[src/design/long_write_reassembly_top_macros.svh]
// ---------------------------------------------------------------------------
// Long write reassembly assertion macros
// Shared concurrent assertion forms, clocked on clk and disabled in rst.
// ---------------------------------------------------------------------------
`ifndef LONG_WRITE_REASSEMBLY_TOP_MACROS_SVH
`define LONG_WRITE_REASSEMBLY_TOP_MACROS_SVH

// same-cycle implication
`define LWR_ASSERT_IMPL(label, ante, cons) \
  label: assert property (@(posedge clk) disable iff (rst) (ante) |-> (cons)) \
    else $error("long write reassembly: assertion failed");

// next-cycle implication
`define LWR_ASSERT_NEXT(label, ante, cons) \
  label: assert property (@(posedge clk) disable iff (rst) (ante) |=> (cons)) \
    else $error("long write reassembly: assertion failed");

`endif

[src/design/lwr_pkg.sv]
// ---------------------------------------------------------------------------
// Long write reassembly package
// Codes, widths and shared types of the reassembly block.
// ---------------------------------------------------------------------------
package lwr_pkg;

  localparam int IDX_W = 6;
  localparam int LEN_W = 7;
  localparam int PADDR_W = 3;

  localparam logic [PADDR_W-1:0] ADDR_HANDLE_CFG = 3'd0;

  localparam logic CMD_PREPARE = 1'b0;
  localparam logic CMD_EXECUTE = 1'b1;

  localparam logic [1:0] STATUS_REJECTED = 2'd0;
  localparam logic [1:0] STATUS_ACCEPTED = 2'd1;
  localparam logic [1:0] STATUS_READY    = 2'd2;

  typedef enum logic [2:0] {
    ST_IDLE,
    ST_EVAL,
    ST_WRITE,
    ST_RD_ADDR,
    ST_RD_DATA
  } lwr_state_t;

  typedef struct packed {
    logic             we;
    logic [IDX_W-1:0] waddr;
    logic [7:0]       wdata;
    logic             re;
    logic [IDX_W-1:0] raddr;
  } lwr_mem_req_t;

endpackage

[src/design/long_write_reassembly_top.sv]
// ---------------------------------------------------------------------------
// Long write reassembly top level
// Gathers prepare fragments into a byte-wide frame store and releases the
// frame byte by byte on execute commit.
// ---------------------------------------------------------------------------
// A word is taken only while the block is idle, then judged in ST_EVAL. A good
// prepare fragment then writes its payload into the frame store, one byte a
// cycle. Execute with commit reads the frame back byte by byte, each byte
// first addressed in ST_RD_ADDR and then handed out from the registered read
// data in ST_RD_DATA. Stalls on the master side hold the sequencer while it
// waits to hand a word out. The store needs no clearing pass after reset.
module long_write_reassembly_top #(
  parameter int FRAME_BYTES    = 64,
  parameter int FRAGMENT_BYTES = 18
) (
  input  logic                        clk,
  input  logic                        rst,
  // slave side
  input  logic                        s_tvalid,
  output logic                        s_tready,
  // target_handle, fragment_offset, payload_length, payload_low, payload_mid,
  // payload_high
  input  logic [183:0]                s_tdata,
  // command, commit
  input  logic [1:0]                  s_tuser,
  // master side
  output logic                        m_tvalid,
  input  logic                        m_tready,
  // frame_byte, byte_index, frame_length, zero fill
  output logic [23:0]                 m_tdata,
  // status
  output logic [1:0]                  m_tuser,
  output logic                        m_tlast,
  // configuration
  input  logic                        psel,
  input  logic                        penable,
  input  logic                        pwrite,
  input  logic [lwr_pkg::PADDR_W-1:0] paddr,
  input  logic [31:0]                 pwdata,
  output logic [31:0]                 prdata,
  output logic                        pready
);

  localparam int AW    = $clog2(FRAME_BYTES);
  localparam int PAY_W = FRAGMENT_BYTES * 8;
  localparam int CNT_W = $clog2(FRAGMENT_BYTES + 1);

  lwr_pkg::lwr_state_t state, state_next;

  logic [15:0]                 handle_cfg;
  logic                        session_active;
  logic [15:0]                 session_handle;
  logic [lwr_pkg::LEN_W-1:0]   gathered_length;

  logic                        cmd;
  logic                        commit;
  logic [15:0]                 handle;
  logic [15:0]                 offset;
  logic [7:0]                  length;
  logic [PAY_W-1:0]            payload;
  logic [CNT_W-1:0]            remaining;
  logic [lwr_pkg::IDX_W-1:0]   wr_addr;
  logic [lwr_pkg::IDX_W-1:0]   rd_index;

  logic [143:0]                payload_in;
  logic [7:0]                  room;
  logic                        prep_reject;
  logic                        exec_reject;
  logic                        out_free;
  logic                        rd_last;
  logic [7:0]                  rd_data;
  lwr_pkg::lwr_mem_req_t       req;

  logic                        push;
  logic [1:0]                  push_status;
  logic                        push_last;

  logic                        out_ready_word;
  logic                        ready_fields_ok;
  logic                        store_fits;

  assign payload_in = s_tdata[183:40];
  assign out_free   = !m_tvalid || m_tready;
  assign room       = 8'(FRAME_BYTES) - {1'b0, gathered_length};

  assign prep_reject = (handle_cfg == 16'd0) || (handle != handle_cfg) ||
                       (length == 8'd0) || (length > 8'(FRAGMENT_BYTES)) ||
                       (offset != {9'd0, gathered_length}) ||
                       (session_active && (session_handle != handle)) ||
                       (length > room);
  assign exec_reject = !session_active || (gathered_length == '0);
  assign rd_last     = ({1'b0, rd_index} + 7'd1) == gathered_length;

  // configuration
  assign pready = 1'b1;
  assign prdata = {16'd0, handle_cfg};

  always_ff @(posedge clk) begin
    if (rst) begin
      handle_cfg <= '0;
    end else if (psel && penable && pwrite && (paddr == lwr_pkg::ADDR_HANDLE_CFG)) begin
      handle_cfg <= pwdata[15:0];
    end
  end

  // next state
  always_comb begin
    state_next = state;
    unique case (state)
      lwr_pkg::ST_IDLE: begin
        if (s_tvalid) state_next = lwr_pkg::ST_EVAL;
      end
      lwr_pkg::ST_EVAL: begin
        if (cmd == lwr_pkg::CMD_PREPARE) begin
          if (out_free) state_next = prep_reject ? lwr_pkg::ST_IDLE : lwr_pkg::ST_WRITE;
        end else if (exec_reject || !commit) begin
          if (out_free) state_next = lwr_pkg::ST_IDLE;
        end else begin
          state_next = lwr_pkg::ST_RD_ADDR;
        end
      end
      lwr_pkg::ST_WRITE: begin
        if (remaining == CNT_W'(1)) state_next = lwr_pkg::ST_IDLE;
      end
      lwr_pkg::ST_RD_ADDR: begin
        state_next = lwr_pkg::ST_RD_DATA;
      end
      lwr_pkg::ST_RD_DATA: begin
        if (out_free) state_next = rd_last ? lwr_pkg::ST_IDLE : lwr_pkg::ST_RD_ADDR;
      end
      default: state_next = lwr_pkg::ST_IDLE;
    endcase
  end

  // outputs of the sequencer
  always_comb begin
    s_tready    = 1'b0;
    push        = 1'b0;
    push_status = lwr_pkg::STATUS_REJECTED;
    push_last   = 1'b1;
    req.we      = 1'b0;
    req.waddr   = wr_addr;
    req.wdata   = payload[7:0];
    req.re      = 1'b0;
    req.raddr   = rd_index;
    unique case (state)
      lwr_pkg::ST_IDLE: begin
        s_tready = 1'b1;
      end
      lwr_pkg::ST_EVAL: begin
        if (cmd == lwr_pkg::CMD_PREPARE) begin
          push        = out_free;
          push_status = prep_reject ? lwr_pkg::STATUS_REJECTED : lwr_pkg::STATUS_ACCEPTED;
        end else if (exec_reject) begin
          push        = out_free;
          push_status = lwr_pkg::STATUS_REJECTED;
        end else if (!commit) begin
          push        = out_free;
          push_status = lwr_pkg::STATUS_ACCEPTED;
        end
      end
      lwr_pkg::ST_WRITE: begin
        req.we = 1'b1;
      end
      lwr_pkg::ST_RD_ADDR: begin
        req.re = 1'b1;
      end
      lwr_pkg::ST_RD_DATA: begin
        push        = out_free;
        push_status = lwr_pkg::STATUS_READY;
        push_last   = rd_last;
      end
      default: ;
    endcase
  end

  always_ff @(posedge clk) begin
    if (rst) begin
      state <= lwr_pkg::ST_IDLE;
    end else begin
      state <= state_next;
    end
  end

  // session and item registers
  always_ff @(posedge clk) begin
    if (rst) begin
      session_active  <= 1'b0;
      session_handle  <= '0;
      gathered_length <= '0;
    end else begin
      unique case (state)
        lwr_pkg::ST_EVAL: begin
          if (out_free && (cmd == lwr_pkg::CMD_PREPARE)) begin
            if (prep_reject) begin
              session_active  <= 1'b0;
              session_handle  <= '0;
              gathered_length <= '0;
            end else begin
              session_active  <= 1'b1;
              session_handle  <= handle;
              gathered_length <= gathered_length + length[lwr_pkg::LEN_W-1:0];
            end
          end else if (out_free && (exec_reject || !commit)) begin
            session_active  <= 1'b0;
            session_handle  <= '0;
            gathered_length <= '0;
          end
        end
        lwr_pkg::ST_RD_DATA: begin
          if (out_free && rd_last) begin
            session_active  <= 1'b0;
            session_handle  <= '0;
            gathered_length <= '0;
          end
        end
        default: ;
      endcase
    end
  end

  always_ff @(posedge clk) begin
    if (s_tvalid && s_tready) begin
      cmd     <= s_tuser[0];
      commit  <= s_tuser[1];
      handle  <= s_tdata[15:0];
      offset  <= s_tdata[31:16];
      length  <= s_tdata[39:32];
      payload <= payload_in[PAY_W-1:0];
    end else if (state == lwr_pkg::ST_WRITE) begin
      payload <= payload >> 8;
    end
  end

  always_ff @(posedge clk) begin
    unique case (state)
      lwr_pkg::ST_EVAL: begin
        wr_addr   <= gathered_length[lwr_pkg::IDX_W-1:0];
        remaining <= length[CNT_W-1:0];
        rd_index  <= '0;
      end
      lwr_pkg::ST_WRITE: begin
        wr_addr   <= wr_addr + 1'b1;
        remaining <= remaining - 1'b1;
      end
      lwr_pkg::ST_RD_DATA: begin
        if (out_free) rd_index <= rd_index + 1'b1;
      end
      default: ;
    endcase
  end

  lwr_store #(
    .DEPTH (FRAME_BYTES),
    .AW    (AW)
  ) u_store (
    .clk     (clk),
    .req     (req),
    .rd_data (rd_data)
  );

  // output register
  always_ff @(posedge clk) begin
    if (rst) begin
      m_tvalid <= 1'b0;
    end else if (push) begin
      m_tvalid <= 1'b1;
    end else if (m_tready) begin
      m_tvalid <= 1'b0;
    end
  end

  always_ff @(posedge clk) begin
    if (push) begin
      m_tuser <= push_status;
      m_tlast <= push_last;
      if (push_status == lwr_pkg::STATUS_READY) begin
        m_tdata <= {3'd0, gathered_length, rd_index, rd_data};
      end else begin
        m_tdata <= '0;
      end
    end
  end

  assign out_ready_word  = m_tvalid && (m_tuser == lwr_pkg::STATUS_READY);
  assign ready_fields_ok = (m_tdata[20:14] != 7'd0) &&
                           ({1'b0, m_tdata[13:8]} < m_tdata[20:14]);
  assign store_fits      = session_active && (gathered_length <= 7'(FRAME_BYTES));

`include "long_write_reassembly_top_macros.svh"

  `LWR_ASSERT_IMPL(a_ready_in_frame, out_ready_word, ready_fields_ok)
  `LWR_ASSERT_IMPL(a_write_in_session, state == lwr_pkg::ST_WRITE, store_fits)
  `LWR_ASSERT_NEXT(a_read_follows_addr, state == lwr_pkg::ST_RD_ADDR, state == lwr_pkg::ST_RD_DATA)
  `LWR_ASSERT_IMPL(a_idle_no_length, !session_active, gathered_length == 7'd0)

endmodule

[src/design/lwr_store.sv]
// ---------------------------------------------------------------------------
// Long write reassembly frame store
// Byte-wide synchronous memory, one write and one registered read per cycle.
// ---------------------------------------------------------------------------
module lwr_store #(
  parameter int DEPTH = 64,
  parameter int AW    = 6
) (
  input  logic                 clk,
  input  lwr_pkg::lwr_mem_req_t req,
  output logic [7:0]           rd_data
);

  logic [7:0] mem [DEPTH];

  always_ff @(posedge clk) begin
    if (req.we) begin
      mem[req.waddr[AW-1:0]] <= req.wdata;
    end
  end

  always_ff @(posedge clk) begin
    if (req.re) begin
      rd_data <= mem[req.raddr[AW-1:0]];
    end
  end

endmodule
[config.mk]
export PLATFORM = sky130hd
export DESIGN_NAME = long_write_reassembly_top
export DESIGN_NICKNAME = d
export VERILOG_FILES = /design/src/design/lwr_pkg.sv /design/src/design/long_write_reassembly_top.sv /design/src/design/lwr_store.sv
export VERILOG_INCLUDE_DIRS = /design/src /design/src/design
export SDC_FILE = /design/constraint.sdc
export NUM_CORES = 1
export LEC_CHECK = 0
export BUFFER_PORTS_ARGS = -buffer_cell sky130_fd_sc_hd__buf_2
export CAP_MARGIN = 20
export CORE_ASPECT_RATIO = 1.25
export CORE_UTILIZATION = 40
export DETAILED_ROUTE_END_ITERATION = 10
export MAX_ROUTING_LAYER = met4
export SLEW_MARGIN = 0
export SYNTH_ARGS = -nofsm -noshare
export SYNTH_HDL_FRONTEND = slang
export SYNTH_SLANG_ARGS = --single-unit
[constraint.sdc]
create_clock -name clk -period 11.8 [get_ports clk]
set_input_delay 1.77 -clock clk [delete_from_list [all_inputs] [get_ports clk]]
set_output_delay 1.77 -clock clk [all_outputs]
set_load 0.01 [all_outputs]
==> results.md <==
* CTS Hold Buffers Added at 0
* Post-synth EDFFs at between 700 and 800
* Wirelength per Cell at 24.4 um
* Starting density of the core at between 40% and 50%
* Hold Crit Class: reg -> reg
* Synth cell types at between 50 and 60
* Clk_skew at 0.0323 ns
* Overflow after GRT at 0
* Clock Tree Buf Depth at 3
* Mapped Avg Cell Area at between 15 and 20 um^2
* Worst path bufs/invs at 2
* CORE AREA at ~79000 um^2
* Worst path top cell family by delay: buffers and inverters
* Critical path class: reg -> reg
* R2R Setup Slk at ~7.4 ns
* Worst hold path endpoint: session_active$_SDFFE_PP0P_
* Initial drt markers at 1343
* CP Capture Type: flip-flop
* Vias after detailed routing at 16.1k
* Critical Path Most Common Cell: buf_4
* Worst Min Path Start: session_active$_SDFFE_PP0P_
* Hold Path Stages at 2
* Crit-path max FO at 80
* Area share of the largest cell type after synthesis at a little over two thirds
* Detail Placement HPWL at 47200 um
* Number of port buffers at between 200 and 300
* Most common cell after layout, fill and taps aside: edfxtp_1
* Crit path depth at 5
* Syn Inst Count at around 1.6k
* Worst-Margin Slew at about 1.1 ns
* Max-Cap Viols at 0
* Met3 GRT Util at ~4.3%
* Most frequent cells in the layout: edfxtp_1, buf_2, mux4_2, mux2_2, nor2_1
* Hold_ws at approximately 0.50 ns
* Status: completed
* Synth top area cells: edfxtp_1, mux4_2, mux2_2
* TritonRoute pass-1 iters at 5
* Yosys warns at 0
* GPL Wtd Cong at 0.830
* Clk slew on worst S/H paths at roughly 0.06 ns
* Number of nets in the layout at roughly 2.2k
* Post_cts resized at 0
* Setup TNS at 0 ns
* Num rows at approximately 120
* Lkg Pwr at ~12 nW
* Final Hold Viols at 0
* Maximum clock rate at around 0.23 GHz
* Flops & latches, synth at ~800
* Overall die area at around 80000 um^2
* Data arrival, critical path at about 4.7 ns
* Skew-Pair Late Insertion Delay at around 0.66 ns
* Synth area leader: edfxtp_1
* Filler instances at between 6k and 7k
* Area of the multi-input gates at 8150 um^2
* Die Y at 318 um
* Total GRT Usage at between 10% and 20%
* DRT antenna net count at 0
* Die X at between 200 and 300 um
* Via count of the first global-routing pass at about 17k
* CTS buffer count at 77
* Fin crit period at 4.36 ns
* Slew Limit Fails at 0
* Peak VDD IR at approximately 0.000096 V
* Routed WL at between 70000 and 80000 um
* Post-Syn Area at ~32000 um^2
* First-pass GRT wire length at between 100000 and 150000 um
* Final period utilization at between 30 and 40%
* Worst reg2reg path endpoint: payload[37]$_DFFE_PP_
* Gr busiest metal: met2
* CTS Root Buffer Type: clkbuf_16
* Relative slew slack at between 20% and 30%
* # setup viols final at 0
* FFs w/ async S/R, synth at 0%
* Primary FF master, synth: edfxtp_1
* CTS tree: yes
* I/O pins at slightly below 300
* Initial antenna violation count at 7
* M1 GR Usage at ~23%
* Postcts setup bufs at 0
* DRC viols at 0
* Layout cells sized above 1 at ~36%
* DR vias/cell at 5.31
* FF/Latch Area at 23300 um^2
* R2r startpoint: state[2]$_SDFFE_PP0P_
* H-Tree Depth at 3
* Worst path cell trace: nor3_2, and2_4, buf_4, buf_4, mux2_2
* Master of the slowest instance on the critical path: buf_4
* R2r worst-path depth at 5
* Unrepaired setup endpoints after global routing: false
* Pwr/cell area at between 150 and 200 nW/um^2
* Setup crit start kind: flip-flop
* Critical Path RT at approximately 12 ns
* Area added between synthesis and finish at 15.4%
* Slowest stage delay, CP at just under 0.9 ns
* Largest net degree at the start of global routing at around 130
* CTS Sinks at roughly 790
* Met2 Usage GRT at between 30% and 40%
* Seq/Total Area, Yosys at between 70 and 80%
[area by class of cell]
type,count,area share [%]
Clock inverter,50,1.71
Tap cell,1053,3.57
Multi-Input combinational cell,745,22.1
Sequential cell,791,63.1
Inverter,15,0.153
Clock buffer,91,5.42
Antenna cell,8,0.0542
Timing Repair Buffer,272,3.88
[where the power goes]
group	internal [mW]	switching, mW
registers	3.20	0.0395
clock network	1.51	1.08
logic	0.213	0.268
total	4.92	1.38
[metrics by stage]
step	power [mW]	instances	util [%]	setup WS, ns	instance area (um^2)
5_1_grt	6.50	3022	46.7	7.11	36900
3_5_place_dp	3.79	2876	43.4	6.80	34300
6_report	6.30	3025	46.7	7.44	36900
2_1_floorplan	3.62	1660	-	4.36	32100
4_1_cts	6.36	3017	46.7	7.33	36900
3_3_place_gp	3.77	2876	43.4	6.88	34300
[per-layer routing]
metal	vias up	wire length [um]
li1	7093	-
met1	8344	29000
met2	539	38400
met3	97	4950
met4	0	1460
met5	-	0
[worst register-to-register path, delay by kind of cell, from the launching register on]
family	cells	cell delay, ns
buffers and inverters	2	1.58
DFF	1	0.58
muxes	1	0.49
and+or+nand+nor	2	1.46
[kinds of logic (layout without fill, tap and decap cells)]
family                     count (synthesis)  in the layout  share of synthesized area, %
and+or+nand+nor                          244            244                          3.76
muxes                                    320            320                          17.1
adders and majority gates                 20             20                         0.806
AOI/OAI and AO/OA                         76             76                          1.67
buffers and inverters                    124            428                          1.96
other                                      2             28                        0.0235
xor gates and xnor gates                  65             65                          1.78
DFF                                      791            791                          72.9
[sequential cells by signal (all words and copies together) (netlist names), 2 cells and up]
signal,count
handle_cfg,16
length,8
u_store.mem,512
m_tuser,2
rd_index,6
remaining,5
session_handle,16
offset,16
handle,16
payload,144
wr_addr,6
state,3
m_tdata,21
u_store.rd_data,8
gathered_length,7
[cells in the mapped netlist (3+ instances only)]
master / instances
edfxtp_1: 747
mux4_2: 168
mux2_2: 128
nor2_1: 105
xor2_1: 50
dfxtp_1: 44
clkbuf_1: 37
buf_4: 31
and3_1: 30
nand2_1: 30
buf_2: 29
a22o_1: 22
ha_1: 19
mux2i_1: 16
nor4_1: 15
xnor2_1: 15
a21oi_1: 14
inv_1: 14
nand3_1: 14
o21ai_0: 13
buf_1: 11
nor3_1: 11
mux2_1: 8
or3_1: 6
nor2b_1: 5
a21o_1: 4
nand2b_1: 4
nand4_1: 4
a211oi_1: 3
a31oi_1: 3
nand3b_1: 3
or3b_2: 3
[worst max path at each step]
stage                                     start               endpoint
after floorplan                        s_tvalid   payload[0]$_DFFE_PP_
after global placement                 s_tvalid  payload[21]$_DFFE_PP_
after detailed placement               s_tvalid  payload[21]$_DFFE_PP_
after CTS                 state[2]$_SDFFE_PP0P_  payload[16]$_DFFE_PP_
after global routing      state[2]$_SDFFE_PP0P_  payload[13]$_DFFE_PP_
final                     state[2]$_SDFFE_PP0P_  payload[37]$_DFFE_PP_
Note: power is estimated with default switching activity, not from simulation.
